`src/sv/gpio_bank_with_pin_interrupts_macros.svh`:
```
// Assertion macros for the GPIO bank RTL, included by gbpi_core.
// Expects clk and rst_n in the scope where a macro is used.
`ifndef GPIO_BANK_WITH_PIN_INTERRUPTS_MACROS_SVH
`define GPIO_BANK_WITH_PIN_INTERRUPTS_MACROS_SVH

// Same-cycle implication, checked on every clock outside reset.
`define GBPI_ASSERT_NOW(label, ante, cons, msg) \
  label: assert property (@(posedge clk) disable iff (!rst_n) (ante) |-> (cons)) \
    else $error(msg);

// Next-cycle implication, checked on every clock outside reset.
`define GBPI_ASSERT_NEXT(label, ante, cons, msg) \
  label: assert property (@(posedge clk) disable iff (!rst_n) (ante) |=> (cons)) \
    else $error(msg);

`endif

```
`src/sv/gbpi_pkg.sv`:
```
// Shared types and constants for the GPIO bank with pin interrupts.
// No dependencies; every other file except the assertion macro header imports this package.
package gbpi_pkg;

  // Command codes
  localparam logic [1:0] CMD_SAMPLE = 2'd0;
  localparam logic [1:0] CMD_READ   = 2'd1;
  localparam logic [1:0] CMD_WRITE  = 2'd2;

  // Register word indexes
  localparam logic [3:0] ADDR_ID        = 4'd0;
  localparam logic [3:0] ADDR_IN        = 4'd1;
  localparam logic [3:0] ADDR_OUT       = 4'd2;
  localparam logic [3:0] ADDR_DIR       = 4'd3;
  localparam logic [3:0] ADDR_HIGH_PEND = 4'd4;
  localparam logic [3:0] ADDR_HIGH_EN   = 4'd5;
  localparam logic [3:0] ADDR_LOW_PEND  = 4'd6;
  localparam logic [3:0] ADDR_LOW_EN    = 4'd7;
  localparam logic [3:0] ADDR_RISE_PEND = 4'd8;
  localparam logic [3:0] ADDR_RISE_EN   = 4'd9;
  localparam logic [3:0] ADDR_FALL_PEND = 4'd10;
  localparam logic [3:0] ADDR_FALL_EN   = 4'd11;

  // Event classes, index into the pending/enable pairs
  localparam int EV_HIGH = 0;
  localparam int EV_LOW  = 1;
  localparam int EV_RISE = 2;
  localparam int EV_FALL = 3;
  localparam int EV_NUM  = 4;

  // Upper half of the id word: number of banks
  localparam logic [15:0] ID_BANKS = 16'd1;

  // Field widths
  localparam int CMD_W  = 2;
  localparam int ADDR_W = 4;
  localparam int WORD_W = 32;

  typedef struct packed {
    logic [CMD_W-1:0]  command;
    logic [ADDR_W-1:0] address;
    logic [WORD_W-1:0] write_data;
    logic [WORD_W-1:0] pins_in;
  } req_t;

  typedef struct packed {
    logic [WORD_W-1:0] read_data;
    logic [WORD_W-1:0] pins_out;
    logic [WORD_W-1:0] pins_drive;
    logic              irq;
  } rsp_t;

endpackage

```
`src/sv/gbpi_intf.sv`:
```
// Valid/ready channel interfaces for the GPIO bank request and result.
// Depends on gbpi_pkg for field widths.
interface gbpi_req_if;
  import gbpi_pkg::*;
  logic              valid;
  logic              ready;
  logic [CMD_W-1:0]  command;
  logic [ADDR_W-1:0] address;
  logic [WORD_W-1:0] write_data;
  logic [WORD_W-1:0] pins_in;

  modport source (output valid, command, address, write_data, pins_in, input ready);
  modport sink   (input valid, command, address, write_data, pins_in, output ready);
endinterface

interface gbpi_rsp_if;
  import gbpi_pkg::*;
  logic              valid;
  logic              ready;
  logic [WORD_W-1:0] read_data;
  logic [WORD_W-1:0] pins_out;
  logic [WORD_W-1:0] pins_drive;
  logic              irq;

  modport source (output valid, read_data, pins_out, pins_drive, irq, input ready);
  modport sink   (input valid, read_data, pins_out, pins_drive, irq, output ready);
endinterface

```
`src/sv/gbpi_in_stage.sv`:
```
// Input register of the GPIO bank: holds one request transaction.
// Depends on gbpi_pkg (req_t).
module gbpi_in_stage (
  input  logic          clk,
  input  logic          rst_n,
  input  logic          in_valid,
  output logic          in_ready,
  input  gbpi_pkg::req_t in_req,
  input  logic          adv,
  output logic          fire,
  output gbpi_pkg::req_t req
);
  import gbpi_pkg::*;

  logic valid_r, valid_nxt;
  req_t req_r;

  // Slot is free when empty or when the held request moves on this cycle
  assign in_ready = !valid_r || adv;
  assign fire     = valid_r && adv;
  assign req      = req_r;

  always_comb begin
    valid_nxt = valid_r;
    if (in_ready) begin
      valid_nxt = in_valid;
    end
  end

  always_ff @(posedge clk) begin
    if (!rst_n) begin
      valid_r <= 1'b0;
    end else begin
      valid_r <= valid_nxt;
    end
  end

  // Payload register, no reset
  always_ff @(posedge clk) begin
    if (in_ready && in_valid) begin
      req_r <= in_req;
    end
  end
endmodule

```
`src/sv/gbpi_core.sv`:
```
// Register file, event detection and read mux of the GPIO bank.
// Depends on gbpi_pkg and the assertion macro header.
module gbpi_core #(
  parameter int PIN_COUNT = 32
) (
  input  logic           clk,
  input  logic           rst_n,
  input  logic           fire,
  input  gbpi_pkg::req_t req,
  output gbpi_pkg::rsp_t rsp
);
  import gbpi_pkg::*;
  `include "gpio_bank_with_pin_interrupts_macros.svh"

  localparam int P = PIN_COUNT;

  logic [P-1:0] out_latch_r, out_latch_nxt;
  logic [P-1:0] dir_r, dir_nxt;
  logic [P-1:0] prev_r, prev_nxt;
  logic [P-1:0] en_r [EV_NUM];
  logic [P-1:0] en_nxt [EV_NUM];
  logic [P-1:0] pend_r [EV_NUM];
  logic [P-1:0] pend_nxt [EV_NUM];
  logic [P-1:0] clr [EV_NUM];
  logic [P-1:0] ev [EV_NUM];
  logic [P-1:0] wd, pins, pend_any;
  logic [WORD_W-1:0] rd_word;
  logic is_wr;

  // Unused pins drop out by truncation to P bits
  assign wd    = req.write_data[P-1:0];
  assign pins  = req.pins_in[P-1:0];
  assign is_wr = (req.command == CMD_WRITE);

  // Events, judged with the enables held before this transaction
  always_comb begin
    ev[EV_HIGH] = pins & en_r[EV_HIGH];
    ev[EV_LOW]  = ~pins & en_r[EV_LOW];
    ev[EV_RISE] = pins & ~prev_r & en_r[EV_RISE];
    ev[EV_FALL] = ~pins & prev_r & en_r[EV_FALL];
  end

  // Read mux on the pre-transaction register contents
  always_comb begin
    rd_word = '0;
    if (req.command == CMD_READ) begin
      unique case (req.address)
        ADDR_ID:        rd_word = {ID_BANKS, 16'(P)};
        ADDR_IN:        rd_word = WORD_W'(pins);
        ADDR_OUT:       rd_word = WORD_W'(out_latch_r);
        ADDR_DIR:       rd_word = WORD_W'(dir_r);
        ADDR_HIGH_PEND: rd_word = WORD_W'(pend_r[EV_HIGH]);
        ADDR_HIGH_EN:   rd_word = WORD_W'(en_r[EV_HIGH]);
        ADDR_LOW_PEND:  rd_word = WORD_W'(pend_r[EV_LOW]);
        ADDR_LOW_EN:    rd_word = WORD_W'(en_r[EV_LOW]);
        ADDR_RISE_PEND: rd_word = WORD_W'(pend_r[EV_RISE]);
        ADDR_RISE_EN:   rd_word = WORD_W'(en_r[EV_RISE]);
        ADDR_FALL_PEND: rd_word = WORD_W'(pend_r[EV_FALL]);
        ADDR_FALL_EN:   rd_word = WORD_W'(en_r[EV_FALL]);
        default:        rd_word = '0;
      endcase
    end
  end

  // Register writes and pending update; new events win over a clear
  always_comb begin
    out_latch_nxt = out_latch_r;
    dir_nxt       = dir_r;
    prev_nxt      = prev_r;
    for (int i = 0; i < EV_NUM; i++) begin
      en_nxt[i]   = en_r[i];
      clr[i]      = '0;
      pend_nxt[i] = pend_r[i];
    end
    if (fire) begin
      prev_nxt = pins;
      if (is_wr) begin
        unique case (req.address)
          ADDR_OUT:       out_latch_nxt   = wd;
          ADDR_DIR:       dir_nxt         = wd;
          ADDR_HIGH_PEND: clr[EV_HIGH]    = wd;
          ADDR_HIGH_EN:   en_nxt[EV_HIGH] = wd;
          ADDR_LOW_PEND:  clr[EV_LOW]     = wd;
          ADDR_LOW_EN:    en_nxt[EV_LOW]  = wd;
          ADDR_RISE_PEND: clr[EV_RISE]    = wd;
          ADDR_RISE_EN:   en_nxt[EV_RISE] = wd;
          ADDR_FALL_PEND: clr[EV_FALL]    = wd;
          ADDR_FALL_EN:   en_nxt[EV_FALL] = wd;
          default:        ;
        endcase
      end
      for (int i = 0; i < EV_NUM; i++) begin
        pend_nxt[i] = (pend_r[i] & ~clr[i]) | ev[i];
      end
    end
  end

  assign pend_any = pend_nxt[EV_HIGH] | pend_nxt[EV_LOW] | pend_nxt[EV_RISE] | pend_nxt[EV_FALL];

  // Pin and irq outputs reflect state after this transaction; read data shows the state before it
  always_comb begin
    rsp.read_data  = rd_word;
    rsp.pins_out   = WORD_W'(out_latch_nxt);
    rsp.pins_drive = WORD_W'(dir_nxt);
    rsp.irq        = |pend_any;
  end

  always_ff @(posedge clk) begin
    if (!rst_n) begin
      out_latch_r <= '0;
      dir_r       <= '0;
      prev_r      <= '0;
      for (int i = 0; i < EV_NUM; i++) begin
        en_r[i]   <= '0;
        pend_r[i] <= '0;
      end
    end else begin
      out_latch_r <= out_latch_nxt;
      dir_r       <= dir_nxt;
      prev_r      <= prev_nxt;
      for (int i = 0; i < EV_NUM; i++) begin
        en_r[i]   <= en_nxt[i];
        pend_r[i] <= pend_nxt[i];
      end
    end
  end

  // A high-level event must leave its pending bits set even under a clear
  `GBPI_ASSERT_NEXT(a_high_evt_sticks, fire && (ev[EV_HIGH] != '0), (pend_r[EV_HIGH] & $past(ev[EV_HIGH])) == $past(ev[EV_HIGH]), "high event lost")
  // State only moves when a transaction is processed
  `GBPI_ASSERT_NEXT(a_idle_holds, !fire, $stable(out_latch_r) && $stable(dir_r) && $stable(prev_r), "state changed while idle")
  // Direction write lands on the next cycle
  `GBPI_ASSERT_NEXT(a_dir_write, fire && is_wr && (req.address == ADDR_DIR), dir_r == $past(wd), "direction write lost")
  // Reads return zero on anything but a read command
  `GBPI_ASSERT_NOW(a_rd_zero, req.command != CMD_READ, rd_word == '0, "read data without read")
endmodule

```
`src/sv/gbpi_out_stage.sv`:
```
// Result register of the GPIO bank: holds one result transaction.
// Depends on gbpi_pkg (rsp_t).
module gbpi_out_stage (
  input  logic           clk,
  input  logic           rst_n,
  input  logic           fire,
  input  gbpi_pkg::rsp_t rsp,
  output logic           adv,
  output logic           out_valid,
  input  logic           out_ready,
  output gbpi_pkg::rsp_t out_rsp
);
  import gbpi_pkg::*;

  logic valid_r, valid_nxt;
  rsp_t rsp_r;

  // Register can take a new result when empty or being drained
  assign adv       = !valid_r || out_ready;
  assign out_valid = valid_r;
  assign out_rsp   = rsp_r;

  always_comb begin
    valid_nxt = valid_r;
    if (adv) begin
      valid_nxt = fire;
    end
  end

  always_ff @(posedge clk) begin
    if (!rst_n) begin
      valid_r <= 1'b0;
    end else begin
      valid_r <= valid_nxt;
    end
  end

  always_ff @(posedge clk) begin
    if (fire) begin
      rsp_r <= rsp;
    end
  end
endmodule

```
`src/sv/gpio_bank_with_pin_interrupts.sv`:
```
// Top level of the PIN_COUNT-pin (32 by default) GPIO bank with level and edge pin interrupts.
// Depends on gbpi_pkg, gbpi_intf, gbpi_in_stage, gbpi_core, gbpi_out_stage.
//
//   Channel  | Direction | Payload                                  | Handshake
//   in_req   | sink      | command, address, write_data, pins_in    | valid/ready
//   out_rsp  | source    | read_data, pins_out, pins_drive, irq     | valid/ready
//
// One transaction per clock sustained while the result is not stalled; a result passes
// through the input register, then the result register loaded with the register-file update.
// Reset (rst_n low, synchronous) clears latch, direction, enables, pending and
// previous-pin state, and empties both registers.
// A stalled result holds the pipeline; the input register still takes a
// transaction whenever the result register drains in the same cycle.
module gpio_bank_with_pin_interrupts #(
  parameter int PIN_COUNT = 32
) (
  input  logic       clk,
  input  logic       rst_n,
  gbpi_req_if.sink   in_req,
  gbpi_rsp_if.source out_rsp
);
  import gbpi_pkg::*;

  req_t in_pay, req;
  rsp_t rsp, out_pay;
  logic fire, adv;

  assign in_pay.command    = in_req.command;
  assign in_pay.address    = in_req.address;
  assign in_pay.write_data = in_req.write_data;
  assign in_pay.pins_in    = in_req.pins_in;

  gbpi_in_stage u_in (
    .clk      (clk),
    .rst_n    (rst_n),
    .in_valid (in_req.valid),
    .in_ready (in_req.ready),
    .in_req   (in_pay),
    .adv      (adv),
    .fire     (fire),
    .req      (req)
  );

  gbpi_core #(.PIN_COUNT(PIN_COUNT)) u_core (
    .clk   (clk),
    .rst_n (rst_n),
    .fire  (fire),
    .req   (req),
    .rsp   (rsp)
  );

  gbpi_out_stage u_out (
    .clk       (clk),
    .rst_n     (rst_n),
    .fire      (fire),
    .rsp       (rsp),
    .adv       (adv),
    .out_valid (out_rsp.valid),
    .out_ready (out_rsp.ready),
    .out_rsp   (out_pay)
  );

  assign out_rsp.read_data  = out_pay.read_data;
  assign out_rsp.pins_out   = out_pay.pins_out;
  assign out_rsp.pins_drive = out_pay.pins_drive;
  assign out_rsp.irq        = out_pay.irq;
endmodule
```
`src/flat_wrapper.sv`:
```
// flat-port wrapper written by rule: the top's interface ports become plain ports
module gpio_bank_with_pin_interrupts_flat import gbpi_pkg::*;
#(
  parameter int PIN_COUNT = 32
)
  (clk, rst_n, in_req_valid, in_req_command, in_req_address, in_req_write_data, in_req_pins_in, in_req_ready, out_rsp_valid, out_rsp_read_data, out_rsp_pins_out, out_rsp_pins_drive, out_rsp_irq, out_rsp_ready);
  gbpi_req_if in_req_i ();
  gbpi_rsp_if out_rsp_i ();
  input  logic clk;
  input  logic rst_n;
  input wire logic [$bits(in_req_i.valid)-1:0] in_req_valid;
  input wire logic [$bits(in_req_i.command)-1:0] in_req_command;
  input wire logic [$bits(in_req_i.address)-1:0] in_req_address;
  input wire logic [$bits(in_req_i.write_data)-1:0] in_req_write_data;
  input wire logic [$bits(in_req_i.pins_in)-1:0] in_req_pins_in;
  output wire logic [$bits(in_req_i.ready)-1:0] in_req_ready;
  output wire logic [$bits(out_rsp_i.valid)-1:0] out_rsp_valid;
  output wire logic [$bits(out_rsp_i.read_data)-1:0] out_rsp_read_data;
  output wire logic [$bits(out_rsp_i.pins_out)-1:0] out_rsp_pins_out;
  output wire logic [$bits(out_rsp_i.pins_drive)-1:0] out_rsp_pins_drive;
  output wire logic [$bits(out_rsp_i.irq)-1:0] out_rsp_irq;
  input wire logic [$bits(out_rsp_i.ready)-1:0] out_rsp_ready;
  assign in_req_i.valid = in_req_valid;
  assign in_req_i.command = in_req_command;
  assign in_req_i.address = in_req_address;
  assign in_req_i.write_data = in_req_write_data;
  assign in_req_i.pins_in = in_req_pins_in;
  assign in_req_ready = in_req_i.ready;
  assign out_rsp_valid = out_rsp_i.valid;
  assign out_rsp_read_data = out_rsp_i.read_data;
  assign out_rsp_pins_out = out_rsp_i.pins_out;
  assign out_rsp_pins_drive = out_rsp_i.pins_drive;
  assign out_rsp_irq = out_rsp_i.irq;
  assign out_rsp_i.ready = out_rsp_ready;
  gpio_bank_with_pin_interrupts #(.PIN_COUNT(PIN_COUNT)) u_core (.clk(clk), .rst_n(rst_n), .in_req(in_req_i), .out_rsp(out_rsp_i));
endmodule
```
`config.mk`:
```
export PLATFORM = sky130hd
export DESIGN_NAME = gpio_bank_with_pin_interrupts_flat
export DESIGN_NICKNAME = d
export VERILOG_FILES = /design/src/sv/gbpi_pkg.sv /design/src/sv/gbpi_intf.sv /design/src/sv/gbpi_in_stage.sv /design/src/sv/gbpi_core.sv /design/src/sv/gbpi_out_stage.sv /design/src/sv/gpio_bank_with_pin_interrupts.sv /design/src/flat_wrapper.sv
export VERILOG_INCLUDE_DIRS = /design/src /design/src/sv
export SDC_FILE = /design/constraint.sdc
export NUM_CORES = 1
export LEC_CHECK = 0
export BUFFER_PORTS_ARGS = -buffer_cell sky130_fd_sc_hd__buf_2
export CAP_MARGIN = 20
export CORE_AREA = 5 5 182 272
export CTS_CLUSTER_DIAMETER = 200
export CTS_CLUSTER_SIZE = 16
export DETAILED_ROUTE_END_ITERATION = 8
export DIE_AREA = 0 0 187 277
export PLACE_DENSITY = 0.65
export SYNTH_ARGS = -nofsm -noshare
export SYNTH_HDL_FRONTEND = slang
export SYNTH_SLANG_ARGS = --single-unit
export TNS_END_PERCENT = 100
```
`constraint.sdc`:
```
create_clock -name clk -period 5 [get_ports clk]
set_clock_uncertainty 0.2 [all_clocks]
set_input_delay 0.5 -clock clk [delete_from_list [all_inputs] [get_ports clk]]
set_output_delay 0.5 -clock clk [all_outputs]
set_load 0.01 [all_outputs]
```
Word-level counts from Yosys, hierarchy flattened

Memory sizes are Yosys's and may differ from the RTL's.
Index checks and enable logic that the tools add are counted.

Register bits: 265
Bits in latches: 0
RAM bits: 256
Bits in read-only memories: 0
Output and inout bits: 99
Logic and storage cells: 97
Memories kept: 2

Memories:

| memory               | depth | width | read ports | clocked after memory_dff | write ports | line            | source |
|---|---|---|---|---|---|---|---|
| u_core.u_core.en_r   | 4     | 32    | 4          | 0                        | 4           | gbpi_core.sv:20 | `logic [P-1:0] en_r [EV_NUM];` |
| u_core.u_core.pend_r | 4     | 32    | 4          | 0                        | 4           | gbpi_core.sv:22 | `logic [P-1:0] pend_r [EV_NUM];` |

$add $sub $neg: 0
$mul: 0
Div/mod/pow operators: 0
Magnitude comparators: 0
Eq/ne operators: 13
Shifts and indexed selects: 0
Multiplexer cells: 30
Bitwise logic cells: 31
Reduce and logical (&&, ||, !) cells: 8

Operator list:

| kind                                                             | number |
|---|---|
| 32-bit 2-to-1 mux                                                | 22 |
| 128-bit 2-to-1 mux                                               | 5 |
| 32-bit one-hot mux with 12 select lines                          | 1 |
| 32-bit AND                                                       | 10 |
| 32-bit OR                                                        | 7 |
| 32-bit NOT                                                       | 6 |
| 32-bit OR reduction                                              | 1 |
| 4-bit by 3-bit == test with 1-bit output (second input constant) | 4 |
| 4-bit == test (second input constant)                            | 4 |
| 4-bit by 2-bit == test with 1-bit output (second input constant) | 2 |
| 1-bit OR                                                         | 8 |
| 4-bit by 1-bit == test with 1-bit output (second input constant) | 1 |
| 4-bit logical NOT                                                | 1 |
| 2-bit by 1-bit == test with 1-bit output (second input constant) | 1 |
| 2-bit == test (second input constant)                            | 1 |
| 1-bit logical AND                                                | 2 |
| 1-bit logical NOT                                                | 2 |
| 1-bit logical OR                                                 | 2 |
| 1-bit 2-to-1 mux                                                 | 2 |

Logic depth before layout (Yosys ltp)

Depth after elaboration: 12
Mapped depth: 12
Mapped depth without buffers: 9

Hierarchy

From an unflattened synthesis, not the netlist that was laid out.

Cells, all modules: 2038
Area, all modules: 21574.4 um2

By module, submodules not included:

| module         | times used | cells each | area each (um2) |
|---|---|---|---|
| gbpi_core      | 1          | 1861       | 16445.8 |
| gbpi_out_stage | 1          | 101        | 2961.6 |
| gbpi_in_stage  | 1          | 76         | 2167.1 |

Least setup slack after synthesis

OpenSTA, ideal clock, no wires.

Kind: in2reg
From: in out_rsp_ready
To: reg u_core.u_out.rsp_r (netlist bit u_core.u_out.out_rsp[0]) (data pin)
Library setup time: 137 ps
Data arrival time: 4848 ps
Data required time: 4663 ps
Path slack: -185 ps
Stages on the path: 10
Cell sequence: nor2b_1 -> nand2b_1 -> buf_2 -> inv_1 -> clkbuf_1 -> buf_1 -> a32oi_1 -> nand4_1 -> nor3_1 -> nand4_1

RTL lines:

| item                   | line                 | source |
|---|---|---|
| start: declaration     | flat_wrapper.sv:22   | `input wire logic [$bits(out_rsp_i.ready)-1:0] out_rsp_ready;` |
| end signal: assignment | gbpi_out_stage.sv:40 | `rsp_r <= rsp;` |
| end: declaration       | gbpi_out_stage.sv:16 | `rsp_t rsp_r;` |

==> results.toml <==
[detailed_routing]
avgRoutedWirePerCell_um = 26.1
dr.pass1.iters = 9
drtIter0Drc = 2432
via_per_inst = 6.21
drc = 0
drt-total-wl_um = 74000
vias = 17600
drtAntennaViolNets = 0

[hold_path]
hp-class = "primary input to flip-flop"
hold_depth = 4
hold_path.startpoint = "out_rsp_ready"
min_to = "u_core.u_out.out_valid"

[logic_synthesis]
syn_inst = 2058
synthTopCellsByArea = "dfxtp_1 (33%), edfxtp_1 (23%), nand2_1 (8.1%)"
ys_seq_elements = 521
syn_nets = 2132
synth_edf_count = 167
synth_warnings = 0
postSynthAreaPerCell_um2 = 10.4
synth-main-ff-cell = "dfxtp_1"
ys_seq_area_share_pct = 56.6
syn_area_mm2 = 0.0214
async_flop_share_pct = 0
yosys.area.top_type_share_pct = 33.2
yosysUniqueCellTypes = 39
synth_top_area_cell = "dfxtp_1"

[sta]
fmax_mhz = 271
tightestPinTransition_ps = 1050
holdWs_ps = 274
fin_crit_sh_pct = 73.9
hold_viol = 0
setup_ws_ps = 1300
fin_setup_tns_ps = 0
rsz0062_at_grt = "false"
fin_crit_ps = 3700
slew_headroom_pct = 30.3
setup_violations = 0
finalMaxSlewViolations = 0

[clock_network]
cts_tree = "yes"
cts_resized = 0
cts_buffers = 38
cts_max_level = 2
cts_setup_buffers = 0
clk_latency_ps = 550
cts_sinks = 521
cts_root_buffer = "clkbuf_16"
cts_hold_buf = 71
cts_buffer_depth = 3
path_clk_slew_ps = 80

[cells_and_area]
final_common_cell = "nand2_1"
drive_above_1_share_pct = 15.7
fin_area_mm2 = 0.0247
nets = 2287
layout_common_cells = "nand2_1 (457), dfxtp_1 (354), and2_1 (180), buf_2 (171), edfxtp_1 (167)"
fillCellCount = 4203
area_growth_pct = 15.7

[global_route]
gr-total-overflow = 0
antenna_found_initial = 1
grt_max_degree = 211
grt_first_pass_wirelength_um = 110000
grt_pass1_vias = 17700
grt.total_usage_pct = 27.5

[critical_path]
rrSetupSlack_ps = 1300
crit_arrival_ps = 3780
start_kind = "flip-flop"
crit_chain = "nand2b_1, nor4bb_4, buf_12, nand2_1, a32o_1, nor4_1, nand4_1, nor4_1, nand4_1"
path_max_fanout = 32
cp_slowest_cell = "nor4_1"
crit_type = "flip-flop to flip-flop"
reg2reg_depth = 9
r2r-start = "u_core.u_in.req[68]"
slowest_delay_ps = 510
crit_required_ps = 5080
setup.worst_path.end_class = "flip-flop"
r2r-end = "u_core.u_out.out_rsp[0]"

[die]
start_util_pct = 45.4
placementRows = 98
pin_count = 173
die_y_um = 277
coreArea_mm2 = 0.0471
dieArea_mm2 = 0.0518
die_w_um = 187

[power]
peakVddDrop_v = 0.000287
pwr_density_cell_mw_per_mm2 = 322
power_uw = 7960
p_leak_uw = 0.00844

[place]
place_area_mm2 = 0.0229
port-buffer-count = 172
hpwl_um = 46600
gp_congestion = 0.963
dpl_worst_slack_ps = 1270

[job]
drv_cap = 0

[status]
status = "finished, final reports clean"
[routing by layer]
| layer | GRT usage [%] | vias to the layer above | wire, um |
|---|---|---|---|
| met2 | 45.6 | 1116 | 34500 |
| met4 | 15.3 | 0 | 4820 |
| met3 | 5.60 | 289 | 7280 |
| li1 | - | 7723 | - |
| met1 | 33.4 | 8495 | 27400 |
| met5 | 0 | - | 0 |
[cell usage after synthesis, drive strengths merged, types with 2 or more instances]
master     n
nand2    462
dfxtp    354
and2     181
edfxtp   167
a21boi   160
clkbuf   141
a22o      67
mux2      64
a32o      59
a22oi     48
nor2      47
a221oi    42
nand2b    35
buf       34
a222oi    33
nor4      32
o2bb2ai   32
a21oi     20
a31oi     15
nor2b     14
and3      13
nand4     11
a32oi      5
and4       4
nor4bb     4
nor3       3
nor4b      3
and4bb     2
inv        2
[kinds of logic (layout without fill, tap and decap cells)]
logic type             Yosys count  in the layout  share of synthesized area [%]
AO/OA/AOI/OAI                  483            483                           18.6
buffers and inverters          177            357                           3.29
flip-flops                     521            521                           56.6
multiplexers                    64             64                           3.37
other                            0              1                              0
AND/OR/NAND/NOR                813            813                           18.1
[worst max path at each step]
stage                   startpoint                      end  slack, ps
2_1_floorplan        out_rsp_ready  u_core.u_out.out_rsp[0]        210
3_3_place_gp         out_rsp_ready  u_core.u_out.out_rsp[0]       1330
3_5_place_dp         out_rsp_ready  u_core.u_out.out_rsp[0]       1270
4_1_cts        u_core.u_in.req[68]  u_core.u_out.out_rsp[0]       1430
5_1_grt        u_core.u_in.req[68]  u_core.u_out.out_rsp[0]       1250
6_report       u_core.u_in.req[68]  u_core.u_out.out_rsp[0]       1300
[stage by stage]
| step | cells | util, % |
|---|---|---|
| floorplan | 2058 | - |
| global placement | 2702 | 48.6 |
| detailed placement | 2702 | 48.6 |
| CTS | 2838 | 52.5 |
| global route | 2838 | 52.5 |
| finish | 2839 | 52.5 |
[state kept, by name, summed over array words and instances (netlist names)]
signal                     cells
u_core.u_core.en_r           128
u_core.u_core.pend_r         128
u_core.u_core.out_latch_r     32
u_core.u_out.out_rsp          97
u_core.u_in.valid_r            1
u_core.u_core.prev_r          32
u_core.u_in.req               70
u_core.u_core.dir_r           32
u_core.u_out.out_valid         1
[where the power goes]
group	internal, uW	leakage (uW)	switching, uW
Clock	1520	0.000537	1500
Sequential	4450	0.00442	104
Combinational	146	0.00349	241
Total	6120	0.00844	1840
[critical path, delay by kind of cell, from the launching register on]
family	cells	cell delay, ps
and+or+nand+nor	7	2340
AOI/OAI and AO/OA	1	230
buffers and inverters	1	290
DFF	1	370
[layout make-up]
| type | instances | area [um^2] | share of cell area (%) |
|---|---|---|---|
| timing repair buffer | 290 | 2010 | 8.12 |
| inverter | 2 | 12.5 | 0.0506 |
| clock inverter | 1 | 8.76 | 0.0354 |
| multi-input combinational | 1360 | 8730 | 35.3 |
| antenna | 1 | 2.50 | 0.0101 |
| clock buffer | 64 | 1110 | 4.50 |
| tap | 600 | 751 | 3.04 |
| sequential | 521 | 12100 | 48.9 |
Note: power is estimated with default switching activity, not from simulation.
